--- src/ray_box_entry_face_core_assert.svh ---
// assertion macros shared by the ray box entry face rtl
`ifndef RAY_BOX_ENTRY_FACE_CORE_ASSERT_SVH
`define RAY_BOX_ENTRY_FACE_CORE_ASSERT_SVH

`ifndef ASSERT_OFF

// property must hold at every clock edge outside reset
`define RBEF_ASSERT(lbl, clk, rst_n, prop) \
	lbl: assert property (@(posedge clk) disable iff (!rst_n) (prop)) \
		else $error("rbef assertion failed");

// condition must never be true outside reset
`define RBEF_ASSERT_NEVER(lbl, clk, rst_n, cond) \
	lbl: assert property (@(posedge clk) disable iff (!rst_n) !(cond)) \
		else $error("rbef forbidden condition seen");

`else

`define RBEF_ASSERT(lbl, clk, rst_n, prop)
`define RBEF_ASSERT_NEVER(lbl, clk, rst_n, cond)

`endif

`endif

--- src/rbef_pkg.sv ---
// types, widths and face codes for the ray box entry face pipeline
package rbef_pkg;

	localparam int COORD_WIDTH = 24;
	localparam int DIFF_W      = COORD_WIDTH + 1;
	localparam int PROD_W      = COORD_WIDTH + DIFF_W;
	localparam int COF_W       = PROD_W + 1;
	localparam int NUM_FIELDS  = 12;
	localparam int IN_W        = NUM_FIELDS * COORD_WIDTH;
	localparam int IN_TDATA_W  = ((IN_W + 7) / 8) * 8;
	localparam int FACE_W      = 3;
	localparam int OUT_TDATA_W = ((FACE_W + 7) / 8) * 8;

	typedef logic signed [COORD_WIDTH-1:0] coord_t;
	typedef logic signed [DIFF_W-1:0]      diff_t;
	typedef logic signed [PROD_W-1:0]      prod_t;
	typedef logic signed [COF_W-1:0]       cof_t;

	typedef enum logic [FACE_W-1:0] {
		FACE_MISS,
		FACE_A,
		FACE_B,
		FACE_C,
		FACE_D,
		FACE_E,
		FACE_F
	} face_t;

	// input item, origin_x in the lowest bits
	typedef struct packed {
		coord_t corner_lo_z;
		coord_t corner_lo_y;
		coord_t corner_lo_x;
		coord_t corner_hi_z;
		coord_t corner_hi_y;
		coord_t corner_hi_x;
		coord_t dir_z;
		coord_t dir_y;
		coord_t dir_x;
		coord_t origin_z;
		coord_t origin_y;
		coord_t origin_x;
	} in_item_t;

	// origin minus box corner per axis, 0 = upper corner, 7 = lower corner
	typedef struct packed {
		coord_t dir_x;
		coord_t dir_y;
		coord_t dir_z;
		diff_t  bx0;
		diff_t  bx7;
		diff_t  by0;
		diff_t  by7;
		diff_t  bz0;
		diff_t  bz7;
	} diff_set_t;

	// cross products of direction and corner offsets
	typedef struct packed {
		prod_t zx0;
		prod_t zx7;
		prod_t xz0;
		prod_t xz7;
		prod_t yz0;
		prod_t yz7;
		prod_t zy0;
		prod_t zy7;
		prod_t yx0;
		prod_t yx7;
		prod_t xy0;
		prod_t xy7;
	} prod_set_t;

	// edge orientation tests, one bit per box edge
	typedef struct packed {
		logic e01;
		logic e12;
		logic e23;
		logic e30;
		logic e67;
		logic e74;
		logic e45;
		logic e56;
		logic e36;
		logic e50;
		logic e14;
		logic e72;
	} edge_set_t;

endpackage

--- src/rbef_edge_stage.sv ---
// stage 3: exact cofactor signs for the twelve box edges
module rbef_edge_stage (
	input  logic                clk,
	input  logic                arst_n,
	input  logic                in_valid,
	output logic                in_ready,
	input  rbef_pkg::prod_set_t in_data,
	output logic                out_valid,
	input  logic                out_ready,
	output rbef_pkg::edge_set_t out_data
);

	logic                valid_s3;
	rbef_pkg::edge_set_t data_s3;
	rbef_pkg::edge_set_t data_d;

	// a - b > 0
	function automatic logic pos(rbef_pkg::prod_t a, rbef_pkg::prod_t b);
		rbef_pkg::cof_t c;
		c = rbef_pkg::cof_t'(a) - rbef_pkg::cof_t'(b);
		return !c[rbef_pkg::COF_W-1] && (c != '0);
	endfunction

	// a - b < 0
	function automatic logic neg(rbef_pkg::prod_t a, rbef_pkg::prod_t b);
		rbef_pkg::cof_t c;
		c = rbef_pkg::cof_t'(a) - rbef_pkg::cof_t'(b);
		return c[rbef_pkg::COF_W-1];
	endfunction

	// the ro-v+rd terms cancel, leaving dir x offset cross terms
	always_comb begin
		data_d.e01 = pos(in_data.zx0, in_data.xz0);
		data_d.e12 = pos(in_data.yz0, in_data.zy7);
		data_d.e23 = neg(in_data.zx7, in_data.xz0);
		data_d.e30 = neg(in_data.yz0, in_data.zy0);
		data_d.e67 = pos(in_data.zx7, in_data.xz7);
		data_d.e74 = neg(in_data.yz7, in_data.zy7);
		data_d.e45 = neg(in_data.zx0, in_data.xz7);
		data_d.e56 = pos(in_data.yz7, in_data.zy0);
		data_d.e36 = pos(in_data.yx7, in_data.xy0);
		data_d.e50 = neg(in_data.yx0, in_data.xy0);
		data_d.e14 = pos(in_data.yx0, in_data.xy7);
		data_d.e72 = neg(in_data.yx7, in_data.xy7);
	end

	assign in_ready = !valid_s3 || out_ready;

	always_ff @(posedge clk or negedge arst_n) begin
		if (!arst_n) begin
			valid_s3 <= 1'b0;
		end else if (in_ready) begin
			valid_s3 <= in_valid;
		end
	end

	always_ff @(posedge clk) begin
		if (in_ready && in_valid) begin
			data_s3 <= data_d;
		end
	end

	assign out_valid = valid_s3;
	assign out_data  = data_s3;

endmodule

--- config.mk ---
export PLATFORM = sky130hd
export DESIGN_NAME = rbef_edge_stage
export DESIGN_NICKNAME = d
export VERILOG_FILES = /design/src/ray_box_entry_face_core_assert.svh /design/src/rbef_pkg.sv /design/src/rbef_edge_stage.sv
export SDC_FILE = /design/constraint.sdc
export NUM_CORES = 1
export LEC_CHECK = 0
export BUFFER_PORTS_ARGS = -buffer_cell sky130_fd_sc_hd__buf_2
export CAP_MARGIN = 20
export CORE_ASPECT_RATIO = 0.9
export CORE_MARGIN = 1.5
export CORE_UTILIZATION = 45
export CTS_BUF_LIST = sky130_fd_sc_hd__clkbuf_4
export CTS_CLUSTER_DIAMETER = 100
export DETAILED_ROUTE_END_ITERATION = 7
export PLACE_DENSITY = 0.75
export RECOVER_POWER = 100
export SLEW_MARGIN = 20
export SYNTH_ARGS = -nofsm -noshare
export SYNTH_HDL_FRONTEND = slang
export SYNTH_SLANG_ARGS = --single-unit
--- constraint.sdc ---
create_clock -name clk -period 1.6 [get_ports clk]
set_input_delay 0.16 -clock clk [delete_from_list [all_inputs] [get_ports clk]]
set_output_delay 0.16 -clock clk [all_outputs]
set_load 0.01 [all_outputs]
## After elaboration in Yosys (flattened, before gate mapping)

Cells that the tools add are included.

- Flip-flop bits (word level): 13
- Latch bits: 0
- RAM bits: 0
- ROM bits: 0
- Input bits: 592
- Output and inout port bits: 14
- Logic and storage cells: 46
- Memories kept: 0

- $add $sub $neg: 12
- Multiply operators: 0
- Divide/modulo/power cells: 0
- Order comparisons: 0
- Eq/ne operators: 0
- Shift-type cells: 0
- Muxes and demuxes: 0
- Bitwise logic cells: 0
- Reduce and logical (&&, ||, !) cells: 21

Operators with widths:

| kind | count |
|---|---|
| subtractor 49 x 49 -> 50 bit | 12 |
| nonzero test 50 bit | 6 |
| logical AND 1 bit | 7 |
| zero test 1 bit | 7 |
| logical OR 1 bit | 1 |

## Logic depth before layout (Yosys ltp)

Gate-level depths: netlist of run 1.

- Depth in word-level cells: 3
- Gate-level depth with buffers: 16
- Gate-level depth less buffers: 16

## Worst setup path before layout of run 1

OpenSTA, ideal clock, no wires.

- Path kind: input-to-reg
- From: input in_data[98] (netlist name)
- To: register data_s3 (netlist bit out_data[3]), data pin
- Setup time: 0.260 ns
- Arrival: 3.082 ns
- Required time: 1.340 ns
- Path slack: -1.742 ns
- Stages on the path: 16
- Buffers on the path: 0
- Cell sequence: inv_1 -> ha_1 -> inv_1 -> fa_1 -> a21o_1 -> a211o_1 -> a21o_1 -> o211ai_1 -> a31o_2 -> o21bai_1 -> a21oi_1 -> o21a_1 -> xnor2_1 -> or4_1 -> nor4_1 -> nor2_1

RTL lines:

| element | RTL line | text |
|---|---|---|
| from (decl) | rbef_edge_stage.sv:7 | `input rbef_pkg::prod_set_t in_data,` |
| to (signal assigned) | rbef_edge_stage.sv:59 | `data_s3 <= data_d;` |
| to (decl) | rbef_edge_stage.sv:14 | `rbef_pkg::edge_set_t data_s3;` |

==> results of run 1 <==
-- how the worst min path moves through the flow --
stage                         start         to  slack, ns
after floorplan              arst_n  out_valid      -0.14
after global placement       arst_n  out_valid      -0.07
after detailed placement     arst_n  out_valid      -0.06
after CTS                 out_ready  out_valid       0.04
after global routing         arst_n  out_valid       0.08
final                        arst_n  out_valid       0.09
-- report_power, final --
group          switching, W  total, W  internal (W)
Clock              0.000258  0.000374      0.000116
Sequential        0.0000130  0.000425      0.000412
Combinational       0.00897    0.0174       0.00848
-- flip-flops by register name, summed over array words and instances, names as in the netlist --
signal,flops
out_data,12
out_valid,1
-- final cells by class --
class                           instances  area, µm²  area share [%]
Tap cell                              774        968            2.21
Sequential cell                        13        385           0.878
Timing Repair Buffer                 2170      15000            34.2
Inverter                              391       1590            3.62
Multi-Input combinational cell       3352      25900            59.0
Clock buffer                            4       30.0          0.0685
Antenna cell                           14       35.0          0.0799
-- cells by family (layout without fill, tap and decap cells) --
group | after synthesis | count (layout) | synth area share (%)
compound gates | 1392 | 1392 | 34.1
simple gates | 1193 | 1193 | 22.9
fa+ha+maj | 588 | 588 | 27.8
buf+inv | 527 | 2565 | 7.61
xor+xnor | 148 | 148 | 4.87
mux | 31 | 31 | 1.22
flops | 13 | 13 | 1.45
other cells | 0 | 14 | 0
-- routing by layer --
layer | GRT usage, % | vias to the layer above
met4 | 18.0 | 4
met2 | 67.1 | 2254
met1 | 57.6 | 18400
li1 | - | 18700
met3 | 7.99 | 387
met5 | 0 | -
-- cells in the final DEF, fill, tap and decap left out, types with 22 or more instances in the layout --
cell type,instances
sky130_fd_sc_hd__o211ai_1,28
sky130_fd_sc_hd__a21oi_1,373
sky130_fd_sc_hd__ha_4,39
sky130_fd_sc_hd__nor3_1,69
sky130_fd_sc_hd__ha_1,539
sky130_fd_sc_hd__o21a_1,56
sky130_fd_sc_hd__nand3_1,88
sky130_fd_sc_hd__and3_1,31
sky130_fd_sc_hd__o21ai_1,42
sky130_fd_sc_hd__buf_4,1552
sky130_fd_sc_hd__nor4_1,27
sky130_fd_sc_hd__o21ai_0,211
sky130_fd_sc_hd__nand2b_1,61
sky130_fd_sc_hd__a31oi_1,47
sky130_fd_sc_hd__nand4_1,156
sky130_fd_sc_hd__and2_1,24
sky130_fd_sc_hd__nand2_1,292
sky130_fd_sc_hd__nor2_1,231
sky130_fd_sc_hd__xnor2_1,86
sky130_fd_sc_hd__or3_1,25
sky130_fd_sc_hd__a211oi_1,24
sky130_fd_sc_hd__o21bai_1,45
sky130_fd_sc_hd__inv_1,354
sky130_fd_sc_hd__a21oi_2,31
sky130_fd_sc_hd__xor2_1,61
sky130_fd_sc_hd__buf_2,568
sky130_fd_sc_hd__inv_2,23
sky130_fd_sc_hd__buf_6,22
sky130_fd_sc_hd__nor2b_1,60
sky130_fd_sc_hd__a21o_1,227
-- metrics by stage --
step                      utilization, %  total power [W]  TNS [ns]  hold slack, ns  std cells
after detailed placement            72.1           0.0165    -23.91         -0.0588       6660
after CTS                           74.4           0.0175    -14.83          0.0364       6699
after floorplan                        -          0.00844    -12.19          -0.136       3892
final                               75.1           0.0182    -15.36          0.0873       6718
after global placement              72.1           0.0163    -23.12         -0.0656       6660
after global routing                75.1           0.0195    -16.40          0.0757       6717
-- what timing repair did --
action                                  4_1_cts  5_1_grt
hold buffers                                  2        0
setup buffers                                35        5
hold endpoints to repair                      2        0
endpoints found under the setup margin       12       12
gates resized for setup                     220       70
pin swaps                                   145       64
==> flow_summary.yaml, run 1 <==
die:
  die_width_um: 259
  placement_rows: 84
  pin_count: 606
  fp.coreArea_mm2: 0.0584
  chipHeight_um: 234
  die_area_mm2: 0.0606
  initial_core_util_pct: 45.5
logic_synthesis:
  synth_top_cells_by_count: "582 x sky130_fd_sc_hd__ha_1, 405 x sky130_fd_sc_hd__a21oi_1, 391 x sky130_fd_sc_hd__inv_1"
  postSynth.topFlopCell: "sky130_fd_sc_hd__edfxtp_1"
  netlist.area_leader.share_pct: 27.4
  gate_count_post_synth: 3892
  synth_largest_area_cell: "sky130_fd_sc_hd__ha_1"
  synth-seq-area-share_pct: 1.45
  synth.net_count: 5072
  cell_with_the_most_instances_after_synthesis: "sky130_fd_sc_hd__ha_1"
  netlist-cell-type-count: 95
  async_flop_share_pct: 7.69
  ys_ff_latch: 13
  synth_edf_count: 12
  synth-warning-count: 0
  synth_area_per_cell_um2: 6.84
  syn-cell-area_mm2: 0.0266
  netlist_top_cells_area: "sky130_fd_sc_hd__ha_1 27%, sky130_fd_sc_hd__a21oi_1 7.6%, sky130_fd_sc_hd__a21o_1 6.4%"
setup_path:
  timing.rr.end: "out_data[0]"
  critical_path_arrival_ns: 3.78
  timing.setup.critical_path_class: "input pin to flip-flop"
  worst_setup_path_endpoint: "out_data[11]"
  crit_path_frequent_cell: "sky130_fd_sc_hd__nor4_2"
  cp_slowest_stage_delay_ns: 0.38
  cp_slowest_cell: "sky130_fd_sc_hd__nor4_2"
  critical_path.top_delay_family: "simple AND/OR/NAND/NOR gates"
  required_ns: 1.75
  crit_chain: "buf_2 -> inv_1 -> ha_1 -> a21oi_1 -> o21ai_0 -> nand3_1 -> o21ai_1 -> nor4_4 -> o311ai_1 -> nor4_1 -> o2111ai_1 -> nor4_2 -> buf_4 -> nand4_1 -> nor4_2 -> o32ai_2"
  path_max_fanout: 3
  cp-start-kind: "input pin"
  cp_num_cells: 16
  worstPathBufferInverterCount: 3
  crit_start: "in_data[468]"
  worstReg2RegStart: "out_valid"
  reg2reg_slack_ns: -0.01
  r2r_cells: 3
  critical_path.endpoint_type: "flip-flop"
sta:
  setup_repair_after_global_routing_missed_its_margin: "yes"
  clock-skew-final_ns: 0.00582
  slew_at_the_pin_with_the_worst_max_slew_slack_ns: 0.674
  relSlewSlack_pct: 55.1
  period_minus_slack_ns: 3.63
  final_max_slew_viol_count: 0
  final.period_utilization_pct: 227
  max_clock_freq_ghz: 0.275
  timing.final.ws_setup_ns: -2.03
  final-setup-viol-count: 20
  final-hold-violation-count: 0
status:
  status: "complete, but fails checks"
  violations: "setup timing"
cells_and_area:
  synthToLayoutAreaGrowth_pct: 64.8
  final_area_mm2: 0.0439
  fillers: 4670
  layout-drive-gt1-share_pct: 41.7
  final_net_count: 7111
drt:
  route.detailed.vias_per_inst: 5.92
  highest_layer: "met5"
  drc: 0
  initialDrtViolationCount: 3935
  dr_wl_met2_um: 58800
  drt_pass1_iterations: 6
  routed-wl-met3_um: 14000
  via_count: 39700
  antenna_violating_nets_post_route: 0
  routedWlPerCell_um: 20.5
  routed_wire_length_um: 138000
  drt-met1-wl_um: 58600
clocking:
  cts_tree: "built"
  clock_tree.root_cell: "sky130_fd_sc_hd__clkbuf_4"
  max_clock_buf_depth: 2
  htree_num_levels: 1
  tritoncts_buffers: 3
  cts_num_sinks: 13
  latest_clock_arrival_within_the_worst_skew_pair_ns: 0.39
  clkTransAtPathRegs_ns: 0.16
hold_path:
  worstHoldPathType: "input pin to async pin"
place:
  place_hpwl_um: 120000
  placed_cell_area_mm2: 0.0421
  io_buffers: 605
  place_congestion: 1.09
  post-place-ws_ns: -2.66
grt:
  initial_antenna_violation_count: 14
  grt_start_max_net_pins: 14
  first_global_vias: 38000
  globalRouteOverflowTotal: 0
  grt_util_all_layers_pct: 43.0
  first_pass_grt_wire_length_um: 207000
power_and_ir_drop:
  cellLeakagePower_nw: 23.3
  ir_worst_vdd_uv: 314
  power_per_cell_area_mw_per_mm2: 416
flow_run:
  max_cap_viol_count: 0
(Power assumes the default switching activity.)
==> run 2, diff against run 1 <==
--- a/config.mk
+++ b/config.mk
@@ -15,6 +15,7 @@
 export DETAILED_ROUTE_END_ITERATION = 7
 export PLACE_DENSITY = 0.75
 export RECOVER_POWER = 100
+export SETUP_SLACK_MARGIN = 0.15
 export SLEW_MARGIN = 20
 export SYNTH_ARGS = -nofsm -noshare
 export SYNTH_HDL_FRONTEND = slang
==> run 2 against run 1 <==
Effect of this change:
- the run still ends with setup timing left
- final area barely moved
- maximum frequency rose by 1.1%
- setup slack improved by 0.040 ns
- largest cell class unchanged
- highest routed layer unchanged
- clock power fell by 3%
- critical endpoint unchanged
- critical path depth rose by 5
==> flow_summary.yaml, run 2 (synthesis results as in run 1) <==
die:
  initial_core_util_pct: 45.5
  die_area_mm2: 0.0606
  die_width_um: 259
  placement_rows: 84
  pin_count: 606
  chipHeight_um: 234
  fp.coreArea_mm2: 0.0584
drt:
  drc: 0
  via_count: 39500
  antenna_violating_nets_post_route: 0
  route.detailed.vias_per_inst: 5.88
  routed_wire_length_um: 137000
  drt_pass1_iterations: 8
  initialDrtViolationCount: 4021
  routedWlPerCell_um: 20.5
sta:
  period_minus_slack_ns: 3.59
  final.period_utilization_pct: 224
  timing.final.ws_setup_ns: -1.99
  final-setup-viol-count: 24
  slew_at_the_pin_with_the_worst_max_slew_slack_ns: 0.682
  final-hold-violation-count: 0
  relSlewSlack_pct: 54.6
  final_max_slew_viol_count: 0
  finalHoldWorstSlack_ns: 0.0838
  clock-skew-final_ns: 0.0134
  setup_repair_after_global_routing_missed_its_margin: "yes"
  max_clock_freq_ghz: 0.278
cells_and_area:
  stdcell_count: 6719
  layout-drive-gt1-share_pct: 41.7
  layout.cells.most_common: "sky130_fd_sc_hd__buf_4"
  fillers: 4672
  final_net_count: 7113
  largest_register_ff_count: 12
  synthToLayoutAreaGrowth_pct: 64.8
  final_cell_mix: "1556 x sky130_fd_sc_hd__buf_4, 568 x sky130_fd_sc_hd__buf_2, 539 x sky130_fd_sc_hd__ha_1"
clocking:
  clock_tree.root_cell: "sky130_fd_sc_hd__clkbuf_4"
  cts_tree: "built"
  htree_num_levels: 1
  latest_clock_arrival_within_the_worst_skew_pair_ns: 0.39
  max_clock_buf_depth: 2
  cts_num_sinks: 13
  tritoncts_buffers: 3
  clkTransAtPathRegs_ns: 0.16
power_and_ir_drop:
  share_seq_of_total_power_pct: 2.3
  swShare_pct: 50.6
  cellLeakagePower_nw: 23.3
  power_frac_comb_pct: 95.7
  cellInternalPower_w: 0.00901
  total_switching_power_w: 0.00923
  power_per_cell_area_mw_per_mm2: 416
  ir_worst_vdd_uv: 300
  p_clk_share_pct: 2.0
grt:
  grt_start_max_net_pins: 14
  first_pass_grt_wire_length_um: 207000
  grt_util_all_layers_pct: 42.9
  globalRouteOverflowTotal: 0
  first_global_vias: 38000
  initial_antenna_violation_count: 16
setup_path:
  critical_path.top_delay_family: "compound AO/OA/AOI/OAI gates"
  worstPathBufferInverterCount: 7
  critical_path_arrival_ns: 3.73
  cp-start-kind: "input pin"
  critical_path.endpoint_type: "flip-flop"
  crit_chain: "buf_6 -> inv_4 -> ha_4 -> inv_2 -> fa_2 -> a21oi_4 -> o22ai_4 -> nor4_4 -> buf_4 -> o31a_1 -> buf_4 -> buf_4 -> nand2_1 -> a31oi_1 -> xnor2_1 -> a211o_1 -> nor4_2 -> buf_4 -> nand4_1 -> nor4_2 -> o32ai_2"
  cp_slowest_cell: "sky130_fd_sc_hd__fa_2"
  required_ns: 1.73
  path_max_fanout: 4
  timing.setup.critical_path_class: "input pin to flip-flop"
  crit_path_frequent_cell: "sky130_fd_sc_hd__buf_4"
  cp_slowest_stage_delay_ns: 0.38
hold_path:
  worstHoldPathType: "input pin to async pin"
place:
  io_buffers: 605
  place_congestion: 1.09
  place_hpwl_um: 120000
  numPlacedInstances: 6660
status:
  status: "complete, but fails checks"
  violations: "setup timing"
flow_run:
  max_cap_viol_count: 0
==> run 2: changes by cell type in the layout (fill, tap and decap cells not counted), moves of 2 or more <==
cell / previous run / this run
sky130_fd_sc_hd__buf_4: 1552 / 1556
sky130_fd_sc_hd__a31oi_1: 47 / 45
sky130_fd_sc_hd__a21oi_1: 373 / 371
sky130_fd_sc_hd__a21oi_2: 31 / 33
sky130_fd_sc_hd__a31oi_2: 4 / 6
sky130_fd_sc_hd__buf_8: 6 / 4
==> run 2: layout make-up <==
class | count | area, µm² | area share (%)
antenna | 13 | 32.5 | 0.0742
clock buffer | 4 | 30.0 | 0.0685
inverter | 391 | 1590 | 3.63
multi-input combinational | 3352 | 25900 | 59.0
sequential | 13 | 385 | 0.879
tap | 774 | 968 | 2.21
timing repair buffer | 2172 | 15000 | 34.2
==> run 2: worst reg2reg max path, delay by kind of cell (launching register included) <==
family                 cells  cell delay [ns]
buffers and inverters      1             0.55
flip-flops                 1             0.43
AND/OR/NAND/NOR            2             0.29
==> run 2: per-layer routing <==
layer	vias to the layer above	track usage [%]	part of all wire, %
li1	18700	-	-
met1	18300	57.6	42
met2	2210	67.0	43
met3	384	8.05	10
met4	4	18.0	4.6
met5	-	0	0.017
==> run 2: power groups by stage <==
stage / clock network [W] / registers (W) / logic, W
3_5_place_dp: 0 / 0.000430 / 0.0161
2_1_floorplan: 0 / 0.000441 / 0.00800
4_1_cts: 0.000353 / 0.000422 / 0.0167
3_3_place_gp: 0 / 0.000429 / 0.0158
6_report: 0.000362 / 0.000425 / 0.0175
5_1_grt: 0.000368 / 0.000425 / 0.0187
==> run 2: per-stage QoR <==
stage	worst slack [ns]	power, W	util [%]	TNS [ns]	cell area [µm²]
floorplan	-1.67	0.00844	-	-12.19	27300
global route	-2.16	0.0195	75.1	-16.74	43900
global placement	-2.66	0.0163	72.1	-23.12	42100
finish	-1.99	0.0182	75.1	-15.88	43900
detailed placement	-2.66	0.0165	72.1	-23.91	42100
CTS	-1.85	0.0175	74.4	-14.90	43500
==> run 2: path summary, 6_finish.rpt <==
path / end / cells after the start / startpoint / slack [ns]
min in group clk: out_valid / 3 / out_ready / 0.10
setup reg to reg: out_data[0] / 3 / out_valid / -0.02
hold / removal: out_valid / 2 / arst_n / 0.08
hold reg to reg: out_valid / 2 / out_valid / 0.62
max in group asynchronous: out_valid / 2 / arst_n / 1.43
setup / recovery: out_data[11] / 21 / in_data[539] / -1.99
==> run 2: repair_timing <==
item,4_1_cts,5_1_grt
buffers inserted,35,5
gates resized for setup,214,72
hold buffers,2,0
pin swaps,141,63
endpoints found under the setup margin,12,12
endpoints found under the hold margin,2,0
