$ cat src/ray_box_entry_face_core_assert.svh
// assertion macros shared by the ray box entry face rtl
`ifndef RAY_BOX_ENTRY_FACE_CORE_ASSERT_SVH
`define RAY_BOX_ENTRY_FACE_CORE_ASSERT_SVH

`ifndef ASSERT_OFF

// property must hold at every clock edge outside reset
`define RBEF_ASSERT(lbl, clk, rst_n, prop) \
	lbl: assert property (@(posedge clk) disable iff (!rst_n) (prop)) \
		else $error("rbef assertion failed");

// condition must never be true outside reset
`define RBEF_ASSERT_NEVER(lbl, clk, rst_n, cond) \
	lbl: assert property (@(posedge clk) disable iff (!rst_n) !(cond)) \
		else $error("rbef forbidden condition seen");

`else

`define RBEF_ASSERT(lbl, clk, rst_n, prop)
`define RBEF_ASSERT_NEVER(lbl, clk, rst_n, cond)

`endif

`endif

$ cat src/rbef_pkg.sv
// types, widths and face codes for the ray box entry face pipeline
package rbef_pkg;

	localparam int COORD_WIDTH = 24;
	localparam int DIFF_W      = COORD_WIDTH + 1;
	localparam int PROD_W      = COORD_WIDTH + DIFF_W;
	localparam int COF_W       = PROD_W + 1;
	localparam int NUM_FIELDS  = 12;
	localparam int IN_W        = NUM_FIELDS * COORD_WIDTH;
	localparam int IN_TDATA_W  = ((IN_W + 7) / 8) * 8;
	localparam int FACE_W      = 3;
	localparam int OUT_TDATA_W = ((FACE_W + 7) / 8) * 8;

	typedef logic signed [COORD_WIDTH-1:0] coord_t;
	typedef logic signed [DIFF_W-1:0]      diff_t;
	typedef logic signed [PROD_W-1:0]      prod_t;
	typedef logic signed [COF_W-1:0]       cof_t;

	typedef enum logic [FACE_W-1:0] {
		FACE_MISS,
		FACE_A,
		FACE_B,
		FACE_C,
		FACE_D,
		FACE_E,
		FACE_F
	} face_t;

	// input item, origin_x in the lowest bits
	typedef struct packed {
		coord_t corner_lo_z;
		coord_t corner_lo_y;
		coord_t corner_lo_x;
		coord_t corner_hi_z;
		coord_t corner_hi_y;
		coord_t corner_hi_x;
		coord_t dir_z;
		coord_t dir_y;
		coord_t dir_x;
		coord_t origin_z;
		coord_t origin_y;
		coord_t origin_x;
	} in_item_t;

	// origin minus box corner per axis, 0 = upper corner, 7 = lower corner
	typedef struct packed {
		coord_t dir_x;
		coord_t dir_y;
		coord_t dir_z;
		diff_t  bx0;
		diff_t  bx7;
		diff_t  by0;
		diff_t  by7;
		diff_t  bz0;
		diff_t  bz7;
	} diff_set_t;

	// cross products of direction and corner offsets
	typedef struct packed {
		prod_t zx0;
		prod_t zx7;
		prod_t xz0;
		prod_t xz7;
		prod_t yz0;
		prod_t yz7;
		prod_t zy0;
		prod_t zy7;
		prod_t yx0;
		prod_t yx7;
		prod_t xy0;
		prod_t xy7;
	} prod_set_t;

	// edge orientation tests, one bit per box edge
	typedef struct packed {
		logic e01;
		logic e12;
		logic e23;
		logic e30;
		logic e67;
		logic e74;
		logic e45;
		logic e56;
		logic e36;
		logic e50;
		logic e14;
		logic e72;
	} edge_set_t;

endpackage

$ cat src/rbef_face_stage.sv
// stage 4: face pattern match and output register
module rbef_face_stage (
	input  logic                clk,
	input  logic                arst_n,
	input  logic                in_valid,
	output logic                in_ready,
	input  rbef_pkg::edge_set_t in_data,
	output logic                out_valid,
	input  logic                out_ready,
	output rbef_pkg::face_t     out_face
);

	logic            valid_s4;
	rbef_pkg::face_t face_s4;
	rbef_pkg::face_t face_d;

	always_comb begin
		priority if (in_data.e01 && in_data.e12 && in_data.e23 && in_data.e30) begin
			face_d = rbef_pkg::FACE_A;
		end else if (!in_data.e50 && !in_data.e30 && !in_data.e36 && !in_data.e56) begin
			face_d = rbef_pkg::FACE_B;
		end else if (in_data.e14 && !in_data.e01 && in_data.e50 && !in_data.e45) begin
			face_d = rbef_pkg::FACE_C;
		end else if (!in_data.e72 && !in_data.e12 && !in_data.e14 && !in_data.e74) begin
			face_d = rbef_pkg::FACE_D;
		end else if (in_data.e36 && !in_data.e23 && in_data.e72 && !in_data.e67) begin
			face_d = rbef_pkg::FACE_E;
		end else if (in_data.e45 && in_data.e56 && in_data.e67 && in_data.e74) begin
			face_d = rbef_pkg::FACE_F;
		end else begin
			face_d = rbef_pkg::FACE_MISS;
		end
	end

	assign in_ready = !valid_s4 || out_ready;

	always_ff @(posedge clk or negedge arst_n) begin
		if (!arst_n) begin
			valid_s4 <= 1'b0;
		end else if (in_ready) begin
			valid_s4 <= in_valid;
		end
	end

	always_ff @(posedge clk) begin
		if (in_ready && in_valid) begin
			face_s4 <= face_d;
		end
	end

	assign out_valid = valid_s4;
	assign out_face  = face_s4;

endmodule

$ cat config.mk
export PLATFORM = sky130hd
export DESIGN_NAME = rbef_face_stage
export DESIGN_NICKNAME = d
export VERILOG_FILES = /design/src/ray_box_entry_face_core_assert.svh /design/src/rbef_pkg.sv /design/src/rbef_face_stage.sv
export SDC_FILE = /design/constraint.sdc
export NUM_CORES = 1
export LEC_CHECK = 0
export ABC_AREA = 1
export BUFFER_PORTS_ARGS = -buffer_cell sky130_fd_sc_hd__buf_2
export CORE_AREA = 3 3 40 42
export CTS_CLUSTER_DIAMETER = 80
export DETAILED_ROUTE_END_ITERATION = 8
export DIE_AREA = 0 0 43 45
export PLACE_DENSITY = 0.52
export SLEW_MARGIN = 20
export SYNTH_ARGS = -nofsm -noshare
export SYNTH_HDL_FRONTEND = slang
export SYNTH_SLANG_ARGS = --single-unit
export TNS_END_PERCENT = 20
$ cat constraint.sdc
create_clock -name clk -period 1.2 [get_ports clk]
set_clock_uncertainty 0.1 [all_clocks]
set_input_delay 0.24 -clock clk [delete_from_list [all_inputs] [get_ports clk]]
set_output_delay 0.24 -clock clk [all_outputs]
set_load 0.03 [all_outputs]
# --- Word-level counts from Yosys, hierarchy flattened ---
# Index checks and enable logic that the tools add are counted.
classes:
  muxes: 5
  reduce_logical: 34
ops:
  columns: ["cell", "count"]
  rows:
  - ["logical AND 1 bit", 19]
  - ["zero test 1 bit", 13]
  - ["two-way mux 3 bit", 3]
  - ["two-way mux 2 bit", 2]
  - ["OR reduction 3 bit", 1]
  - ["logical OR 1 bit", 1]
word_totals:
  regBits: 4
  out_inout_bits: 5
  elab_cells: 42
  inputBits: 16

# --- Logic depth before layout (Yosys ltp) ---
# Gate-level depths: netlist of the first run.
logic_depth:
  depth_word: 8
  mapped_depth: 6

# --- Worst setup path before layout of the first run ---
# No wires, ideal clock.
synth_path:
  path_kind: "reg-to-reg"
  from: "register valid_s4 (netlist: out_valid)"
  to: "register face_s4[0] (netlist: out_face[0]), enable pin"
  setup_time_ns: 0.328
  path_slack_ns: 0.012
  path_stages_with_launch: 2
  t_arrival_ns: 0.761
  path_cell_list: "dfrtp_1 a21oi_1"
synth_between:
  elab_chain_cells: 3
synth_rtl:
  columns: ["element", "line", "source"]
  rows:
  - ["start, declared", "rbef_face_stage.sv:13", "logic valid_s4;"]
  - ["start signal, assigned", "rbef_face_stage.sv:41", "valid_s4 <= in_valid;"]
  - ["zero test 1 bit", "rbef_face_stage.sv:35", "assign in_ready = !valid_s4 || out_ready;"]
  - ["logical OR 1 bit", "rbef_face_stage.sv:35", null]
  - ["logical AND 1 bit", "rbef_face_stage.sv:46", "if (in_ready && in_valid) begin"]
  - ["end signal, assigned", "rbef_face_stage.sv:47", "face_s4 <= face_d;"]
  - ["end, declared", "rbef_face_stage.sv:14", "rbef_pkg::face_t face_s4;"]
# Every way passes these cells.
# A chain may end at the register's enable or synchronous reset.

# --- Worst setup path in the final report of the first run ---
layout_path:
  from: "register valid_s4 (netlist: out_valid)"
  to: "output in_ready"
layout_between:
  elab_chain_cells: 2
layout_rtl:
  columns: ["element", "line", "source"]
  rows:
  - ["zero test 1 bit", "rbef_face_stage.sv:35", null]
  - ["logical OR 1 bit", "rbef_face_stage.sv:35", null]
  - ["end, declared", "rbef_face_stage.sv:6", "output logic in_ready,"]
# Every way passes these cells.

==> results of run 1 <==
## logic make-up (layout without fill, tap and decap cells)
group           after synthesis  count (layout)  share of synthesized area (%)
simple gates                 25              25                           41.8
flops                         4               4                           44.7
compound gates                1               1                           1.94
buf+inv                       8              33                           11.7
## flip-flops by register name, summed over array words and instances (netlist names)
register and cells:
out_valid 1, out_face 3
## worst max-delay path: stages, from the launching register on
cell     delay (ns)
dfrtp_1        0.39
nand2_2        0.08
buf_6          0.13
## final timing paths
kind | start | end | slack, ns | depth (start not counted)
setup / recovery | out_valid | in_ready | 0.04 | 2
hold / removal | in_valid | out_valid | 0.11 | 3
setup reg to reg | out_valid | out_face[0] | 0.08 | 1
hold reg to reg | out_valid | out_valid | 0.42 | 2
max in group asynchronous | arst_n | out_valid | 0.71 | 2
min in group asynchronous | arst_n | out_valid | 0.21 | 2
## final cells by class
| type | count | area share, % |
|---|---|---|
| timing repair buffer | 21 | 27.6 |
| sequential | 4 | 27.3 |
| multi-input combinational | 26 | 27.3 |
| inverter | 8 | 7.12 |
| clock buffer | 4 | 6.23 |
| tap | 15 | 4.45 |
## routing by layer
layer	GRT usage [%]	share of wire [%]
met3	2.79	18
met4	9.04	0
met5	0	0
met2	10.2	40
met1	8.33	42
## cells in the final DEF (no fill, tap or decap), types with 3 or more instances in the layout
master / n
buf_2: 19
clkbuf_4: 3
edfxtp_1: 3
inv_1: 7
nand2_1: 10
nand2_2: 3
nand3_1: 3
nor2_1: 7
## power groups by stage
stage                     clock network, mW  registers, mW  logic, mW
after floorplan                           0          0.184     0.0339
after global placement                    0          0.165     0.0962
after detailed placement                  0          0.165     0.0958
after CTS                             0.195          0.163     0.0998
after global routing                  0.199          0.164      0.114
final                                 0.185          0.164      0.101
## per-stage QoR
stage	util, %	total power, mW	instance area (um^2)	setup TNS [ns]	cells
finish	32.8	0.450	422	0	78
global route	32.8	0.478	422	-0.0110	78
CTS	32.3	0.459	415	0	78
detailed placement	29.3	0.261	377	0	73
global placement	29.3	0.261	377	0	73
floorplan	-	0.218	258	0	38
## timing repair
item / 4_1_cts / 5_1_grt
hold buffers: 1 / 0
endpoints found under the setup margin: 1 / 1
endpoints found under the hold margin: 1 / 0
resized for setup: 1 / 2
pin swaps: 0 / 1
gates cloned: 0 / 0
==> out/results.ini, run 1 <==
[run_status]
status = completed

[power_and_ir_drop]
peakVddDrop_uv = 228
p_int_mw = 0.328
p_sw_mw = 0.122
p_seq_share_pct = 36.4
pwr-share-comb_pct = 22.5
p_sw_share_pct = 27.0
leakage_nw = 0.262
p_per_area_nw_per_um2 = 1070
pwr-share-clk_pct = 41.2

[route]
routed_via_density = 3.74
vias = 292
firstDrtPassIters = 1
post_drt_wl_per_cell_um = 7.65
wl_um = 597
drc = 0
ant_nets = 0
drt_iter0_markers = 0

[logic_synthesis]
postSynthCellCount = 38
synth_warnings = 0
synthDistinctLibCells = 11
syn_area_um2 = 258
synth_largest_area_cell = edfxtp_1
synthArstFlopShare_pct = 25.0
synth_ff_type = edfxtp_1
ys_seq_area_share_pct = 44.7
syn_nets = 54
netlist_top_cells_area = edfxtp_1, nand2_1, inv_1, nor2_1, dfrtp_1
synthTopCellsByCount = nand2_1, inv_1, nor2_1
synth_edf_count = 3
synth_top_area_share_pct = 35.0
synth_area_per_cell_um2 = 6.78
ys_ff_latch = 4
synth_most_common_cell = nand2_1

[sta]
slew-limit-headroom_pct = 79.3
fmax_mhz = 859
slew_violations = 0
layout_setup_ws_ns = 0.0358
finalSetupViolCount = 0
post-route-period-util_pct = 97.0
post-route-min-period_ns = 1.16
hold_slack_ns = 0.115
worst_slew_pin_slew_ns = 0.310
rsz0062_at_grt = yes
hold_violations = 0

[die]
io_pins = 21
die_w_um = 43
core_um2 = 1280
initial_utilization_pct = 20.1
die_area_um2 = 1940
die_h_um = 45
rows = 13

[finish]
multi_input_area_um2 = 115
drive_gt1_share_pct = 44.4
fillerInstances = 144
nNetsFinal = 80
regArea_um2 = 115
antenna_cells = 0
area_growth_pct = 63.6

[grt]
grt_pass1_wl_um = 1010
grt_pass1_vias = 271
track_usage_pct = 7.54
grt_overflow = 0
grt_antenna_before_repair = 0
grt_max_degree = 4

[clock_network]
htreeDepth = 1
post_cts_buffers = 0
cts_buffers = 3
cts_root_buffer = clkbuf_4
cts_tree = done
cts.sinks = 4
clk_latency_ns = 0.23
cts.clk_slew.worst_paths_ns = 0.04
cts_buffer_depth = 2

[placed_design]
place_ws_ns = 0.0741
place_hpwl_um = 501
port_buffers = 20
routabilityCongestion = 0.705

[setup_path]
startpoint_type = register
critPathMaxFanout = 3
worstSetupEndpointType = output port
crit_required_ns = 0.86
criticalPathCategory = register to output port
cp.arrival_ns = 0.82

[job]
drv_cap = 0

[min_path]
hold_path.class = primary input to register

Note: power is estimated with default switching activity, not from simulation.
==> run 2, diff against run 1 <==
--- a/config.mk
+++ b/config.mk
@@ -11,7 +11,6 @@
 export CTS_CLUSTER_DIAMETER = 80
 export DETAILED_ROUTE_END_ITERATION = 8
 export DIE_AREA = 0 0 43 45
-export PLACE_DENSITY = 0.52
 export SLEW_MARGIN = 20
 export SYNTH_ARGS = -nofsm -noshare
 export SYNTH_HDL_FRONTEND = slang
==> run 2 against run 1 <==
- total power shrank 0.18%
- combinational power is essentially flat
- utilization is the same
- count of clock-buffer cells in the layout is the same
- global-route usage shrank 0.34 points
- clock power is essentially flat
- sequential share of layout area is the same
- routed wire length grew 6.2%
- worst hold slack gained 0.0034 ns
- sequential cell count is the same
- largest power group unchanged
- first-iteration DRC count grew 2
- via count grew 5.5%
==> out/results.ini, run 2 (synthesized netlist as in run 1, its figures left out) <==
[run_status]
status = completed  ; unchanged

[setup_path]
reg2reg_slack_ns = 0.10  ; was 0.08 ns
crit_required_ns = 0.86  ; about the same
startpoint_type = register  ; unchanged
cp_slowest_cell = dfrtp_1  ; unchanged
r2r_cells = 1  ; unchanged
r2r-end = out_face[1]  ; was out_face[0]
critical-path-top-delay-family = flip-flops  ; unchanged
crit_chain = nand2_2, buf_6  ; unchanged
critPathMaxFanout = 3  ; unchanged
criticalPathCategory = register to output port  ; unchanged
critical_path_buf_inv_count = 1  ; unchanged
max_stage_delay_ns = 0.39  ; about the same
regToRegStartpoint = out_valid  ; unchanged
cp.arrival_ns = 0.83  ; was 0.82 ns
worstSetupEndpointType = output port  ; unchanged

[grt]
track_usage_pct = 7.20  ; was 7.54%
grt_pass1_wl_um = 1010  ; unchanged
grt_antenna_before_repair = 0  ; unchanged
grt_max_degree = 4  ; unchanged
grt_pass1_vias = 289  ; was 271
grt_overflow = 0  ; unchanged

[route]
drt_iter0_markers = 2  ; was 0
routed_via_density = 3.95  ; was 3.74
post_drt_wl_per_cell_um = 8.13  ; was 7.65 um
vias = 308  ; was 292
ant_nets = 0  ; unchanged
wl_um = 634  ; was 597 um
drc = 0  ; unchanged
firstDrtPassIters = 4  ; was 1

[finish]
final_cell_mix = buf_2, nand2_1, inv_1, nor2_1  ; unchanged
antenna_cells = 0  ; unchanged
multi_input_area_um2 = 115  ; unchanged
final_common_cell = buf_2  ; unchanged
post-route-util_pct = 32.8  ; unchanged
fin_cells = 78  ; unchanged
nNetsFinal = 80  ; unchanged
area_growth_pct = 63.6  ; unchanged
regArea_um2 = 115  ; unchanged
largest_reg_flops = 3  ; unchanged
drive_gt1_share_pct = 44.4  ; unchanged
fillerInstances = 149  ; was 144

[clock_network]
cts_tree = done  ; unchanged
cts_buffer_depth = 2  ; unchanged
cts.sinks = 4  ; unchanged
cts.clk_slew.worst_paths_ns = 0.04  ; about the same
cts_root_buffer = clkbuf_4  ; unchanged
clk_latency_ns = 0.23  ; about the same
htreeDepth = 1  ; unchanged
cts_buffers = 3  ; unchanged
post_cts_buffers = 0  ; unchanged

[sta]
fmax_mhz = 856  ; was 859 MHz
rsz0062_at_grt = no  ; was yes
post-route-period-util_pct = 97.4  ; was 97.0%
fin_setup_tns_ns = 0  ; unchanged
slew-limit-headroom_pct = 80.2  ; was 79.3%
worst_slew_pin_slew_ns = 0.297  ; was 0.310 ns
slew_violations = 0  ; unchanged
post-route-min-period_ns = 1.17  ; was 1.16 ns
hold_violations = 0  ; unchanged
layout_setup_ws_ns = 0.0312  ; was 0.0358 ns
finalSetupViolCount = 0  ; unchanged

[placed_design]
routabilityCongestion = 0.699  ; was 0.705
place_ws_ns = 0.0930  ; was 0.0741 ns
dp_cells = 73  ; unchanged
port_buffers = 20  ; unchanged
place_hpwl_um = 566  ; was 501 um

[min_path]
hold_start = in_valid  ; unchanged
hold_path.class = primary input to register  ; unchanged
hold_path_end = out_valid  ; unchanged
min_path_cells = 3  ; unchanged

[power_and_ir_drop]
peakVddDrop_uv = 237  ; was 228 uV
p_sw_mw = 0.121  ; was 0.122 mW
pwr-share-clk_pct = 40.7  ; was 41.2%
p_per_area_nw_per_um2 = 1060  ; was 1070 nW/um^2
pwr-share-comb_pct = 22.8  ; was 22.5%
leakage_nw = 0.263  ; was 0.262 nW
p_sw_share_pct = 26.9  ; was 27.0%
p_int_mw = 0.328  ; about the same
p_seq_share_pct = 36.5  ; was 36.4%

[die]
die_area_um2 = 1940  ; unchanged
die_w_um = 43  ; unchanged
die_h_um = 45  ; unchanged
io_pins = 21  ; unchanged
core_um2 = 1280  ; unchanged
initial_utilization_pct = 20.1  ; unchanged
rows = 13  ; unchanged

[job]
drv_cap = 0  ; unchanged

## run 2: final cells by class
type	instances	share of cell area [%]
multi-input cells	26	27.3
well taps	15	4.45
flip-flops and latches	4	27.3
inverters	8	7.12
repair buffers	21	27.6
clock buffers	4	6.23
## run 2: worst max-delay path by stage
stage	slack [ns]	from	end	cells after the start
after global routing	0.006	out_valid	in_ready	2
final	0.03	out_valid	in_ready	2
after global placement	0.14	out_valid	out_face[1]	1
after floorplan	0.01	out_valid	out_face[0]	1
after CTS	0.0008	out_valid	in_ready	2
after detailed placement	0.09	out_valid	out_face[2]	1
## run 2: metrics by stage
stage,power [mW],cell area (um^2),hold slack [ns]
floorplan,0.218,258,-0.156
global placement,0.261,377,-0.0812
detailed placement,0.262,377,-0.0823
CTS,0.458,419,0.112
global route,0.469,422,0.136
finish,0.449,422,0.118
## run 2: repair_timing
item	in CTS	in global routing
hold buffers	1	0
cloned	0	0
gates resized for setup	2	1
endpoints found under the setup margin	1	1
endpoints found under the hold margin	1	0
## run 2: worst min-delay path, cell delays in order
cell and delay [ns]:
buf_2 0.07, inv_1 0.04, nand2_1 0.06
## run 2: metal layers
| metal | vias up | global-route usage, % | wire [um] |
|---|---|---|---|
| met5 | - | 0 | 0 |
| li1 | 167 | - | - |
| met3 | 0 | 2.79 | 101 |
| met4 | 0 | 5.42 | 0 |
| met1 | 122 | 7.09 | 271 |
| met2 | 19 | 12.3 | 260 |
## run 2: power groups by stage
stage               registers [mW]  logic, mW  clock network (mW)
floorplan                    0.184     0.0339                   0
global placement             0.165     0.0960                   0
detailed placement           0.166     0.0967                   0
CTS                          0.164      0.103               0.192
global route                 0.165      0.113               0.192
finish                       0.164      0.102               0.183
==> run 3, diff against run 2 <==
==> constraint.sdc (replaced) <==
create_clock -name clk -period 1.2 [get_ports clk]
set_clock_uncertainty 0.1 [all_clocks]
set_input_delay 0.06 -clock clk [delete_from_list [all_inputs] [get_ports clk]]
set_output_delay 0.06 -clock clk [all_outputs]
set_load 0.03 [all_outputs]
==> run 3 against run 2 <==
- sequential share of layout area down 0.94 points
- count of clock-buffer cells in the layout unchanged
- via count up 2.3%
- setup slack worse by 0.015 ns
- utilization up 1.2 points
- cell area up 3.6%
- combinational power about the same
==> out/results.ini, run 3 (synthesized netlist as in run 1, its figures left out) <==
[finish]
antenna_cells = 0  ; unchanged
largest_reg_flops = 3  ; unchanged
area_growth_pct = 69.4  ; was 63.6%
fin_cells = 80  ; was 78
nNetsFinal = 82  ; was 80
fin_area_um2 = 437  ; was 422 um^2
final_cell_mix = buf_2, nand2_1, inv_1, nor2_1  ; unchanged
drive_gt1_share_pct = 43.1  ; was 44.4%
final_common_cell = buf_2  ; unchanged
fillerInstances = 141  ; was 149

[clock_network]
cts_root_buffer = clkbuf_4  ; unchanged
cts.sinks = 4  ; unchanged
cts_tree = done  ; unchanged
cts_buffer_depth = 2  ; unchanged
cts.clk_slew.worst_paths_ns = 0.04  ; about the same
htreeDepth = 1  ; unchanged
post_cts_buffers = 0  ; unchanged
cts_buffers = 3  ; unchanged
clk_latency_ns = 0.23  ; about the same

[sta]
hold_violations = 0  ; unchanged
finalSetupViolCount = 0  ; unchanged
worst_slew_pin_slew_ns = 0.185  ; was 0.297 ns
fmax_mhz = 845  ; was 856 MHz
rsz0062_at_grt = yes  ; was no
slew-limit-headroom_pct = 87.6  ; was 80.2%
post-route-min-period_ns = 1.18  ; was 1.17 ns
post-route-period-util_pct = 98.6  ; was 97.4%
slew_violations = 0  ; unchanged

[setup_path]
cp.arrival_ns = 1.02  ; was 0.83 ns
cp_slowest_cell = dlygate4sd3_1  ; was dfrtp_1
startpoint_type = primary input  ; was register
crit_top_cell = buf_2
reg2reg_slack_ns = 0.19  ; was 0.10 ns
critical-path-top-delay-family = buffers and inverters  ; was flip-flops
critPathMaxFanout = 2  ; was 3
crit_required_ns = 1.04  ; was 0.86 ns
r2r_cells = 1  ; unchanged
regToRegStartpoint = out_valid  ; unchanged
r2r-end = out_face[1]  ; unchanged
crit_chain = dlygate4sd3_1, buf_2, inv_1, nand2_1, buf_2  ; was nand2_2, buf_6
criticalPathCategory = primary input to output port  ; was register to output port
max_stage_delay_ns = 0.53  ; was 0.39 ns
critical_path_buf_inv_count = 4  ; was 1
worstSetupEndpointType = output port  ; unchanged

[job]
drv_cap = 0  ; unchanged

[grt]
grt_antenna_before_repair = 0  ; unchanged
grt_max_degree = 4  ; unchanged
grt_pass1_vias = 297  ; was 289
grt_overflow = 0  ; unchanged
grt_pass1_wl_um = 1010  ; about the same
track_usage_pct = 7.28  ; was 7.20%

[route]
vias = 315  ; was 308
ant_nets = 0  ; unchanged
firstDrtPassIters = 4  ; unchanged
drt_iter0_markers = 2  ; unchanged
post_drt_wl_per_cell_um = 8.06  ; was 8.13 um
routed_via_density = 3.94  ; was 3.95
drc = 0  ; unchanged
wl_um = 645  ; was 634 um

[placed_design]
post_dp_cell_area_um2 = 377  ; unchanged
dp_cells = 73  ; unchanged
routabilityCongestion = 0.699  ; about the same
port_buffers = 20  ; unchanged
place_hpwl_um = 550  ; was 566 um

[power_and_ir_drop]
p_per_area_nw_per_um2 = 1030  ; was 1060 nW/um^2
peakVddDrop_uv = 231  ; was 237 uV
leakage_nw = 0.268  ; was 0.263 nW

[die]
die_w_um = 43  ; unchanged
io_pins = 21  ; unchanged
die_area_um2 = 1940  ; unchanged
die_h_um = 45  ; unchanged
rows = 13  ; unchanged
initial_utilization_pct = 20.1  ; unchanged
core_um2 = 1280  ; unchanged

[run_status]
status = completed  ; unchanged

[min_path]
hold_path.class = primary input to asynchronous set/reset pin  ; was primary input to register

## run 3: report_power, final
group | internal (mW) | total [mW] | switching (mW)
Clock | 0.125 | 0.182 | 0.0571
Combinational | 0.0442 | 0.104 | 0.0601
Sequential | 0.161 | 0.164 | 0.00336
## run 3: cell type report
type | instances | area, um^2 | area share (%)
clock buffer | 4 | 26.3 | 6.02
tap | 15 | 18.8 | 4.30
multi-input combinational | 26 | 116 | 26.6
sequential | 4 | 115 | 26.4
timing repair buffer | 23 | 130 | 29.8
inverter | 8 | 30.0 | 6.88
## run 3: worst max-delay path by stage
stage / start / end / slack [ns] / cells after the start
final: out_ready / in_ready / 0.02 / 5
after global routing: out_ready / in_ready / -0.03 / 5
after CTS: out_ready / out_face[1] / 0.02 / 4
after detailed placement: out_valid / out_face[2] / 0.09 / 1
after global placement: out_valid / out_face[1] / 0.14 / 1
after floorplan: out_valid / out_face[0] / 0.01 / 1
## run 3: per-layer routing
| metal | vias up | GRT usage [%] | routed length [um] |
|---|---|---|---|
| li1 | 169 | - | - |
| met1 | 127 | 6.85 | 259 |
| met2 | 19 | 12.9 | 276 |
| met3 | 0 | 2.79 | 109 |
| met4 | 0 | 5.42 | 0 |
| met5 | - | 0 | 0 |
## run 3: repair_timing
action | 4_1_cts | 5_1_grt
setup endpoints to repair | 0 | 4
hold endpoints to repair | 2 | 0
gates resized for setup | 0 | 1
hold buffers | 3 | 0
## run 3: through the flow
stage	TNS, ns	setup WS, ns	hold slack [ns]	total power [mW]	util (%)
floorplan	0	0.0117	-0.336	0.218	-
global placement	0	0.141	-0.261	0.261	29.3
detailed placement	0	0.0909	-0.261	0.262	29.3
CTS	0	0.0192	0.0260	0.459	33.7
global route	-0.0264	-0.0264	0.0344	0.472	34.0
finish	0	0.0163	0.0319	0.450	34.0
